==> src/rtl/assert_macros.svh <==
// ----------------------------------------------------------------------------
// Assertion macros
// Shared concurrent assertion forms, clocked on the rising edge and
// disabled while reset is asserted.
// ----------------------------------------------------------------------------
`ifndef ASSERT_MACROS_SVH
`define ASSERT_MACROS_SVH

// A property that must hold at every clock edge outside reset.
`define HCB_ASSERT(label, clk, rst_n, prop, msg) \
    label: assert property (@(posedge clk) disable iff (!rst_n) prop) \
        else $error(msg);

// An implication checked at every clock edge outside reset.
`define HCB_ASSERT_IMP(label, clk, rst_n, ante, cons, msg) \
    label: assert property (@(posedge clk) disable iff (!rst_n) (ante) |-> (cons)) \
        else $error(msg);

`endif

==> src/rtl/hcb_pkg.sv <==
// ----------------------------------------------------------------------------
// Huffman code builder package
// Sizes, payload types and the command and status groups shared by the
// controller and the datapath.
// ----------------------------------------------------------------------------
package hcb_pkg;

    localparam int MAX_LEAVES     = 64;
    localparam int WEIGHT_BITS    = 12;
    localparam int SYMBOL_W       = 8;
    localparam int WEIGHT_FIELD_W = 12;
    localparam int CODE_W         = 63;
    localparam int LEN_W          = 6;

    localparam int LEAF_IDX_W = $clog2(MAX_LEAVES);
    localparam int COUNT_W    = $clog2(MAX_LEAVES + 1);
    localparam int NODE_SLOTS = 2 * MAX_LEAVES;
    localparam int NODE_W     = $clog2(NODE_SLOTS);
    // A node weight is at most MAX_LEAVES times the largest leaf weight.
    localparam int SUM_W      = WEIGHT_BITS + LEAF_IDX_W;

    // Strictly above every reachable node weight.
    localparam logic [SUM_W-1:0] WEIGHT_ABOVE_ALL = '1;

    typedef struct packed {
        logic [SYMBOL_W-1:0]       symbol;
        logic [WEIGHT_FIELD_W-1:0] weight;
        logic                      last_leaf;
    } hcb_leaf_t;

    typedef struct packed {
        logic [SYMBOL_W-1:0] out_symbol;
        logic [CODE_W-1:0]   code_bits;
        logic [LEN_W-1:0]    code_length;
        logic                overflowed;
        logic                last_code;
    } hcb_code_t;

    typedef struct packed {
        logic load;
        logic build_init;
        logic scan_init;
        logic scan_step;
        logic node_write;
        logic link_a;
        logic link_b;
        logic next_node;
        logic emit_init;
        logic walk_start;
        logic walk_read;
        logic walk_update;
        logic emit;
        logic next_leaf;
        logic batch_done;
    } hcb_cmd_t;

    typedef struct packed {
        logic multi_leaf;
        logic node_last;
        logic scan_at_end;
        logic walk_top;
        logic leaf_last;
        logic out_free;
    } hcb_status_t;

endpackage

==> src/rtl/hcb_ctrl.sv <==
// ----------------------------------------------------------------------------
// Huffman code builder controller
// Sequences leaf loading, the merge loop and the per-leaf code walk.
// ----------------------------------------------------------------------------
module hcb_ctrl
    import hcb_pkg::*;
(
    input  logic        clk,
    input  logic        rst_n,
    input  logic        leaf_valid,
    input  logic        leaf_last,
    output logic        leaf_ready,
    input  hcb_status_t status,
    output hcb_cmd_t    cmd
);

    typedef enum logic [3:0] {
        ST_LOAD,
        ST_SETUP,
        ST_SCAN_START,
        ST_SCAN,
        ST_SCAN_DRAIN,
        ST_MERGE_NODE,
        ST_MERGE_A,
        ST_MERGE_B,
        ST_EMIT_INIT,
        ST_WALK_START,
        ST_WALK_CHECK,
        ST_WALK_UPDATE,
        ST_EMIT
    } state_t;

    state_t state_reg;
    state_t state_next;

    always_comb
    begin
        state_next = state_reg;
        cmd        = '0;
        leaf_ready = 1'b0;
        unique case (state_reg)
            ST_LOAD:
            begin
                leaf_ready = 1'b1;
                cmd.load   = leaf_valid;
                if (leaf_valid && leaf_last)
                begin
                    state_next = ST_SETUP;
                end
            end
            ST_SETUP:
            begin
                if (status.multi_leaf)
                begin
                    cmd.build_init = 1'b1;
                    state_next     = ST_SCAN_START;
                end
                else
                begin
                    state_next = ST_EMIT_INIT;
                end
            end
            ST_SCAN_START:
            begin
                cmd.scan_init = 1'b1;
                state_next    = ST_SCAN;
            end
            ST_SCAN:
            begin
                cmd.scan_step = 1'b1;
                if (status.scan_at_end)
                begin
                    state_next = ST_SCAN_DRAIN;
                end
            end
            ST_SCAN_DRAIN:
            begin
                state_next = ST_MERGE_NODE;
            end
            ST_MERGE_NODE:
            begin
                cmd.node_write = 1'b1;
                state_next     = ST_MERGE_A;
            end
            ST_MERGE_A:
            begin
                cmd.link_a = 1'b1;
                state_next = ST_MERGE_B;
            end
            ST_MERGE_B:
            begin
                cmd.link_b = 1'b1;
                if (status.node_last)
                begin
                    state_next = ST_EMIT_INIT;
                end
                else
                begin
                    cmd.next_node = 1'b1;
                    state_next    = ST_SCAN_START;
                end
            end
            ST_EMIT_INIT:
            begin
                cmd.emit_init = 1'b1;
                state_next    = ST_WALK_START;
            end
            ST_WALK_START:
            begin
                cmd.walk_start = 1'b1;
                state_next     = ST_WALK_CHECK;
            end
            ST_WALK_CHECK:
            begin
                if (status.walk_top)
                begin
                    state_next = ST_EMIT;
                end
                else
                begin
                    cmd.walk_read = 1'b1;
                    state_next    = ST_WALK_UPDATE;
                end
            end
            ST_WALK_UPDATE:
            begin
                cmd.walk_update = 1'b1;
                state_next      = ST_WALK_CHECK;
            end
            ST_EMIT:
            begin
                if (status.out_free)
                begin
                    cmd.emit = 1'b1;
                    if (status.leaf_last)
                    begin
                        cmd.batch_done = 1'b1;
                        state_next     = ST_LOAD;
                    end
                    else
                    begin
                        cmd.next_leaf = 1'b1;
                        state_next    = ST_WALK_START;
                    end
                end
            end
            default:
            begin
                state_next = ST_LOAD;
            end
        endcase
    end

    always_ff @(posedge clk or negedge rst_n)
    begin
        if (!rst_n)
        begin
            state_reg <= ST_LOAD;
        end
        else
        begin
            state_reg <= state_next;
        end
    end

endmodule

==> config.mk <==
export PLATFORM = sky130hd
export DESIGN_NAME = hcb_ctrl
export DESIGN_NICKNAME = d
export VERILOG_FILES = /design/src/rtl/assert_macros.svh /design/src/rtl/hcb_pkg.sv /design/src/rtl/hcb_ctrl.sv
export SDC_FILE = /design/constraint.sdc
export NUM_CORES = 1
export LEC_CHECK = 0
export BUFFER_PORTS_ARGS = -buffer_cell sky130_fd_sc_hd__buf_2
export CORE_AREA = 2 2 39 41
export DETAILED_ROUTE_END_ITERATION = 10
export DIE_AREA = 0 0 41 43
export PLACE_DENSITY = 0.67
export SLEW_MARGIN = 20
export SYNTH_ARGS = -nofsm -noshare
export SYNTH_HDL_FRONTEND = slang
export SYNTH_SLANG_ARGS = --single-unit
==> constraint.sdc <==
create_clock -name clk -period 1.51 [get_ports clk]
set_input_delay 0 -clock clk [delete_from_list [all_inputs] [get_ports clk]]
set_output_delay 0 -clock clk [all_outputs]
set_load 0.1 [all_outputs]
==> flow_summary.json, run 1 <==
{
  "outcome": "complete, but fails checks",
  "violations": "setup timing",
  "firstDrtPassIters": 4,
  "cts_buffers": 3,
  "min_path_type": "in -> async",
  "start_kind": "flip-flop",
  "power_density_nw_per_um2": 2340,
  "port_buffers": 25,
  "largest_reg_flops": 4,
  "ys_warn_count": 0,
  "die_h_um": 43,
  "layout_min_cycle_time_ns": 1.58,
  "path_clk_slew_ns": 0.04,
  "avgSynthCellArea_sq_um": 7.59,
  "synth_top_area_share": 0.206,
  "fin_nets": 128,
  "dp_slack_ns": 0.00283,
  "n_antenna_cell": 0,
  "vias": 763,
  "drc": 0,
  "grt_pass1_wl_mm": 3.61,
  "final_common_cell": "buf_4",
  "maxSlewViolCount": 0,
  "cts_buffer_depth": 2,
  "synth_seq_area_share": 0.206,
  "cts_tree": "yes",
  "num_io_pins": 26,
  "skew_ns": 0.00786,
  "initialDrtViolationCount": 17,
  "synth_cell_types": 35,
  "h-tree-depth": 1,
  "ir_drop_uv": 1770,
  "cp_max_fo": 6,
  "drtAntennaViolNets": 0,
  "gp_congestion": 0.902,
  "dieArea_sq_um": 1760,
  "route.detailed.vias_per_inst": 5.78,
  "setup_slack_ns": -0.0673,
  "cts_sinks": 4,
  "ys_ff_latch": 4,
  "period_share": 1.04,
  "reg2reg_from": "state_reg[2]",
  "rsz0062_at_grt": "yes",
  "drive_above_1_share": 0.767,
  "rows": 14,
  "wl_mm": 2.49,
  "max_freq_mhz": 634,
  "syn_to_final_growth_pct": 156,
  "synth_top_area_cell": "dfrtp_1",
  "worstPathCellList": "buf_6, nor2_4, nand4_1, nor2_2, buf_12",
  "worstPathRequired_ns": 1.51,
  "r2r-end": "state_reg[0]",
  "cap_violations": 0,
  "root_buffer": "clkbuf_4",
  "wl_per_cell_um": 18.9,
  "synth_top_cells_by_area": "dfrtp_1 21%, nor2_1 7.7%, buf_6 7.0%",
  "insertion_delay_ns": 0.24,
  "grt_overflow": 0,
  "design.core.area_sq_um": 1380,
  "reg2reg_depth": 6,
  "die_w_um": 41,
  "synth_area_sq_um": 485,
  "crit_path_top_delay_cell": "dfrtp_2",
  "mostFrequentLayoutCells": "26 x buf_4, 17 x buf_12, 9 x buf_2",
  "netlist_instances": 64,
  "cp.arrival_ns": 1.58,
  "antenna_found_initial": 0,
  "grt_pass1_vias": 770,
  "max-slew-margin-rel": 0.739,
  "end_kind": "primary output",
  "worstSetupPathType": "reg -> out",
  "reg2reg_slack_ns": -0.04,
  "grt_usage": 0.300,
  "start_util": 0.351,
  "worst_slew_pin_slew_ns": 0.389,
  "leakage_nw": 0.547,
  "grt_start_max_net_pins": 11,
  "syn_nets": 74,
  "finalSetupViolations": 10,
  "dpl.hpwl_mm": 1.21,
  "slowest_delay_ns": 0.46,
  "place_inst": 111,
  "hold_violations": 0,
  "layout.cells.non_filler": 132
}
-- layout make-up --
class                   instances  area [sq um]
inverters                       3          11.3
clock buffers                   3          22.5
flip-flops and latches          4           105
fillers                        45           139
well taps                      16          20.0
repair buffers                 54           602
multi-input cells              52           484
-- routing by layer --
| metal | track usage | wire, um | vias up |
|---|---|---|---|
| li1 | - | - | 335 |
| met4 | 0.147 | 122 | 0 |
| met2 | 0.516 | 1280 | 59 |
| met1 | 0.332 | 902 | 355 |
| met5 | 0 | 0 | - |
| met3 | 0.0471 | 186 | 14 |
-- kinds of logic (layout without fill, tap and decap cells) --
| family | count (synthesis) | after routing | synth area share |
|---|---|---|---|
| simple gates | 37 | 37 | 0.454 |
| compound gates | 14 | 14 | 0.201 |
| buf+inv | 8 | 60 | 0.119 |
| flops | 4 | 4 | 0.206 |
| mux | 1 | 1 | 0.0206 |
-- synth_stat cells, drive strengths merged --
cell / n
nor3b: 1
o21ai: 4
and4b: 1
nand3b: 1
and2b: 1
o31ai: 2
inv: 3
a211oi: 1
o211a: 1
a21oi: 1
or3b: 1
nor3: 5
or2: 1
nand2b: 3
dfrtp: 4
nand4: 1
a21o: 1
nor4: 2
o41ai: 1
a32oi: 1
nor2b: 1
o2bb2ai: 1
nand2: 6
a31oi: 1
and2: 1
and3: 1
or4: 1
nor2: 10
mux2i: 1
buf: 5
-- through the flow --
stage          instance area [sq um]  setup TNS (ns)   util  power (mW)  hold slack [ns]
2_1_floorplan                    582           -4.52      -        1.55           -0.296
3_3_place_gp                    1000               0  0.723        2.12           -0.199
3_5_place_dp                    1000               0  0.723        2.15           -0.197
4_1_cts                         1170          -0.160  0.849        2.62           0.0976
5_1_grt                         1240          -0.713  0.900        3.01            0.147
6_report                        1240          -0.322  0.900        2.91            0.124
-- power breakdown --
part | switching, mW | leakage, nW | internal, mW
Clock | 0.0490 | 0.0138 | 0.0893
Combinational | 1.40 | 0.488 | 1.05
Sequential | 0.160 | 0.0450 | 0.166
-- how the worst max path moves through the flow --
| stage | depth (start not counted) | from | endpoint |
|---|---|---|---|
| final | 5 | state_reg[0] | cmd[0] |
| after global routing | 5 | state_reg[0] | cmd[0] |
| after CTS | 5 | state_reg[0] | cmd[0] |
| after detailed placement | 4 | state_reg[3] | state_reg[0] |
| after global placement | 4 | state_reg[2] | state_reg[0] |
| after floorplan | 5 | state_reg[3] | state_reg[0] |
-- critical path: cells and delay by family, from the launching register on --
family / cells / cell delay [ns]
buffers and inverters: 2 / 0.34
DFF: 1 / 0.46
and+or+nand+nor: 3 / 0.54
-- timing repair --
action / in CTS / in global routing
hold buffers: 1 / 0
endpoints found under the setup margin: 15 / 14
buffers inserted: 13 / 4
endpoints found under the hold margin: 4 / 0
pin swaps: 5 / 9
gates resized for setup: 11 / 9
(Power assumes the default switching activity.)
==> run 2: changes to the inputs <==
==> constraint.sdc (replaced) <==
create_clock -name clk -period 1.81 [get_ports clk]
set_input_delay 0 -clock clk [delete_from_list [all_inputs] [get_ports clk]]
set_output_delay 0 -clock clk [all_outputs]
set_load 0.1 [all_outputs]
==> run 2 against run 1 <==
The flow now finishes without violations. Critical path depth down 3. Cell count is 18% lower. Clock power shrank 22%. Sequential share of layout area grew 2.8 points. Final area shrank 27%. Routed wire length shrank 46%. Via count decreased by 25%. Flip-flop and latch count unchanged. Critical endpoint is now cmd[8].
==> flow_summary.json, run 2 (synthesis results as in run 1) <==
{
  "hold_violations": 0,
  "crit_path_top_delay_cell": "dfrtp_1",
  "cp_max_fo": 14,
  "start_util": 0.351,
  "largest_reg_flops": 4,
  "cp.arrival_ns": 1.74,
  "holdWs_ns": 0.0854,
  "power_density_nw_per_um2": 1870,
  "root_buffer": "clkbuf_4",
  "design.core.area_sq_um": 1380,
  "cts_sinks": 4,
  "grt_usage": 0.173,
  "drtAntennaViolNets": 0,
  "path_buf_inv": 1,
  "leakage_nw": 0.392,
  "rows": 14,
  "die_h_um": 43,
  "dieArea_sq_um": 1760,
  "gp_congestion": 0.918,
  "n_antenna_cell": 0,
  "postLayoutCoreUtil": 0.660,
  "max-slew-margin-rel": 0.577,
  "postCtsSetupBuffers": 0,
  "num_io_pins": 26,
  "route.detailed.vias_per_inst": 5.32,
  "cts_buffers": 3,
  "drive_above_1_share": 0.554,
  "tns_ns": 0,
  "dpl.hpwl_mm": 1.06,
  "antenna_found_initial": 0,
  "syn_to_final_growth_pct": 88.1,
  "min_path_type": "in -> reg",
  "final_common_cell": "buf_12",
  "cts_tree": "yes",
  "fillers": 104,
  "end_kind": "primary output",
  "mostFrequentLayoutCells": "13 x buf_12, 12 x buf_2, 6 x nor2_2",
  "period_share": 0.960,
  "worstSetupPathType": "reg -> out",
  "insertion_delay_ns": 0.23,
  "setup_slack_ns": 0.0732,
  "finalSetupViolations": 0,
  "dp_slack_ns": 0.207,
  "fin_nets": 104,
  "die_w_um": 41,
  "drc": 0,
  "slowest_delay_ns": 0.74,
  "worst_slew_pin_slew_ns": 0.634,
  "grt_start_max_net_pins": 20,
  "wl_per_cell_um": 12.4,
  "port_buffers": 25,
  "initialDrtViolationCount": 13,
  "grt_overflow": 0,
  "wl_mm": 1.34,
  "maxSlewViolCount": 0,
  "firstDrtPassIters": 4,
  "vias": 575,
  "layout_min_cycle_time_ns": 1.74,
  "critPathTopFamily": "flip-flops",
  "skew_ns": 0.00471,
  "dpl_cell_area_sq_um": 878,
  "worstPathRequired_ns": 1.81,
  "path_clk_slew_ns": 0.04,
  "outcome": "complete, no violations",
  "max_freq_mhz": 576,
  "cap_violations": 0,
  "stdcell_area_sq_um": 913,
  "h-tree-depth": 1,
  "cts_buffer_depth": 2,
  "grt_pass1_wl_mm": 2.04,
  "rsz0062_at_grt": "no",
  "start_kind": "flip-flop",
  "ir_drop_uv": 1450,
  "worstPathCellList": "and4b_1, buf_2",
  "grt_pass1_vias": 475
}
run 2: repair_timing:
action                                  in CTS  in global routing
hold buffers                                 1                  0
gates resized for setup                      1                  1
pin swaps                                    0                  0
cloned                                       0                  0
hold endpoints to repair                     4                  0
endpoints found under the setup margin       1                  7
run 2: per-layer routing:
metal / share of wire / global-route usage / up-vias
li1: - / - / 292
met2: 0.53 / 0.275 / 27
met1: 0.41 / 0.206 / 256
met3: 0.055 / 0.0419 / 0
met5: 0 / 0 / -
met4: 0 / 0.0800 / 0
run 2: worst min-delay path, delay by kind of cell:
family,cells,cell delay [ns]
buffers and inverters,1,0.09
AOI/OAI and AO/OA,1,0.07
and+or+nand+nor,1,0.12
run 2: worst paths after layout:
kind                              start      endpoint  slack [ns]  cells past startpoint
max                        state_reg[2]        cmd[8]        0.07                      2
min                           status[0]  state_reg[3]        0.09                      3
min reg2reg                state_reg[0]  state_reg[3]        0.80                      2
max reg2reg                state_reg[2]  state_reg[0]        0.19                      4
min in group asynchronous         rst_n  state_reg[2]        0.11                      2
max in group asynchronous         rst_n  state_reg[0]        1.57                      2
run 2: cell type report:
| type | count | area [sq um] | area share |
|---|---|---|---|
| clock buffer | 3 | 22.5 | 0.0247 |
| tap | 16 | 20.0 | 0.0219 |
| inverter | 3 | 11.3 | 0.0123 |
| multi-input combinational | 52 | 397 | 0.434 |
| timing repair buffer | 30 | 360 | 0.395 |
| sequential | 4 | 103 | 0.112 |
run 2: per-stage QoR:
step                power [mW]  instances
floorplan                 1.25         64
global placement          1.57        104
detailed placement        1.60        104
CTS                       1.72        108
global route              1.78        108
finish                    1.71        108
run 2: report_power, final:
part / leakage (nW) / switching [mW] / internal (mW)
Clock: 0.0138 / 0.0340 / 0.0740
Sequential: 0.0474 / 0.167 / 0.133
Combinational: 0.330 / 0.836 / 0.463
Total: 0.392 / 1.04 / 0.671
==> run 3: changes to the inputs <==
--- a/config.mk
+++ b/config.mk
@@ -9,8 +9,9 @@
 export CORE_AREA = 2 2 39 41
 export DETAILED_ROUTE_END_ITERATION = 10
 export DIE_AREA = 0 0 41 43
+export GPL_TIMING_DRIVEN = 0
 export PLACE_DENSITY = 0.67
-export SLEW_MARGIN = 20
+export SLEW_MARGIN = 25
 export SYNTH_ARGS = -nofsm -noshare
 export SYNTH_HDL_FRONTEND = slang
 export SYNTH_SLANG_ARGS = --single-unit
==> run 3 against run 2 <==
Non-clock buffer count increased by 1. Register-to-register slack improved by 0.15 ns. Die area unchanged. Critical path type unchanged. Largest cell class unchanged. Highest routed layer unchanged.
==> flow_summary.json, run 3 (synthesis results as in run 1) <==
{
  "layout_min_cycle_time_ns": 1.72,
  "path_clk_slew_ns": 0.04,
  "reg2reg_slack_ns": 0.34,
  "fin_nets": 105,
  "reg2reg_depth": 4,
  "cp_max_fo": 7,
  "finalSetupViolations": 0,
  "final_common_cell": "buf_2",
  "min_path_type": "in -> async",
  "hold_violations": 0,
  "worstPathRequired_ns": 1.81,
  "rows": 14,
  "holdWs_ns": 0.0946,
  "drive_above_1_share": 0.538,
  "cap_violations": 0,
  "start_kind": "flip-flop",
  "cts_buffers": 3,
  "skew_ns": 0.00511,
  "outcome": "complete, no violations",
  "design.core.area_sq_um": 1380,
  "mostFrequentLayoutCells": "19 x buf_2, 7 x clkbuf_4, 6 x nor2_2",
  "grt_overflow": 0,
  "worstSetupPathType": "reg -> out",
  "insertion_delay_ns": 0.23,
  "initialDrtViolationCount": 13,
  "drtAntennaViolNets": 0,
  "grt_start_max_net_pins": 11,
  "grt_usage": 0.182,
  "num_io_pins": 26,
  "path_depth": 4,
  "wl_per_cell_um": 12.5,
  "cts_buffer_depth": 2,
  "end_kind": "primary output",
  "crit_path_top_delay_cell": "dfrtp_1",
  "antenna_found_initial": 0,
  "syn_to_final_growth_pct": 55.2,
  "critPathTopFamily": "simple AND/OR/NAND/NOR gates",
  "wl_mm": 1.36,
  "h-tree-depth": 1,
  "gp_congestion": 0.826,
  "worst_slew_pin_slew_ns": 0.493,
  "dpl.hpwl_mm": 1.04,
  "n_antenna_cell": 0,
  "cts_sinks": 4,
  "grt_pass1_wl_mm": 2.25,
  "firstDrtPassIters": 4,
  "vias": 582,
  "cts_tree": "yes",
  "route.detailed.vias_per_inst": 5.34,
  "period_share": 0.953,
  "start_util": 0.351,
  "largest_reg_flops": 4,
  "rsz0062_at_grt": "no",
  "die_h_um": 43,
  "root_buffer": "clkbuf_4",
  "path_buf_inv": 1,
  "port_buffers": 25,
  "maxSlewViolCount": 0,
  "drc": 0,
  "slowest_delay_ns": 0.47,
  "die_w_um": 41,
  "max-slew-margin-rel": 0.674,
  "worstPathCellList": "nand2b_1, or3b_1, nor2_4, buf_6",
  "cp.arrival_ns": 1.72,
  "grt_pass1_vias": 531,
  "max_freq_mhz": 580,
  "dieArea_sq_um": 1760
}
## run 3: cell count changes in the layout (fill, tap and decap cells not counted), sizes merged
cell | before | now
buf | 29 | 26
clkbuf | 3 | 7
## run 3: repair_timing
item	in CTS	in global routing
hold buffers	1	0
setup buffers	0	0
resized for setup	2	7
endpoints found under the hold margin	4	0
setup endpoints to repair	2	6
## run 3: routing by layer
| metal | track usage | up-vias | part of all wire |
|---|---|---|---|
| met3 | 0.0314 | 0 | 0.068 |
| met2 | 0.281 | 27 | 0.50 |
| met1 | 0.248 | 263 | 0.44 |
| li1 | - | 292 | - |
| met5 | 0 | - | 0 |
| met4 | 0.0600 | 0 | 0 |
## run 3: worst paths after layout
path,startpoint,end
min in group clk,status[0],state_reg[2]
max in group asynchronous,rst_n,state_reg[3]
hold / removal,rst_n,state_reg[2]
setup / recovery,state_reg[0],cmd[4]
setup reg to reg,state_reg[0],state_reg[1]
hold reg to reg,state_reg[1],state_reg[2]
## run 3: area by class of cell
type / count / area (sq um)
flip-flops and latches: 4 / 100
plain buffers: 5 / 46.3
multi-input cells: 52 / 397
repair buffers: 26 / 156
well taps: 16 / 20.0
fillers: 142 / 631
clock buffers: 3 / 22.5
inverters: 3 / 11.3
## run 3: per-stage QoR
step	cells	cell area, sq um	worst slack [ns]	setup TNS [ns]	utilization
2_1_floorplan	64	554	-0.383	-1.57	-
3_3_place_gp	105	699	0.136	0	0.505
3_5_place_dp	105	699	0.143	0	0.505
4_1_cts	109	737	0.00937	0	0.533
5_1_grt	109	753	0.00738	0	0.544
6_report	109	753	0.0859	0	0.544
Power of run 3 is left out: the tool's default activity adds up to more than one toggle a clock period on the data nets, which glitch-free logic cannot reach.
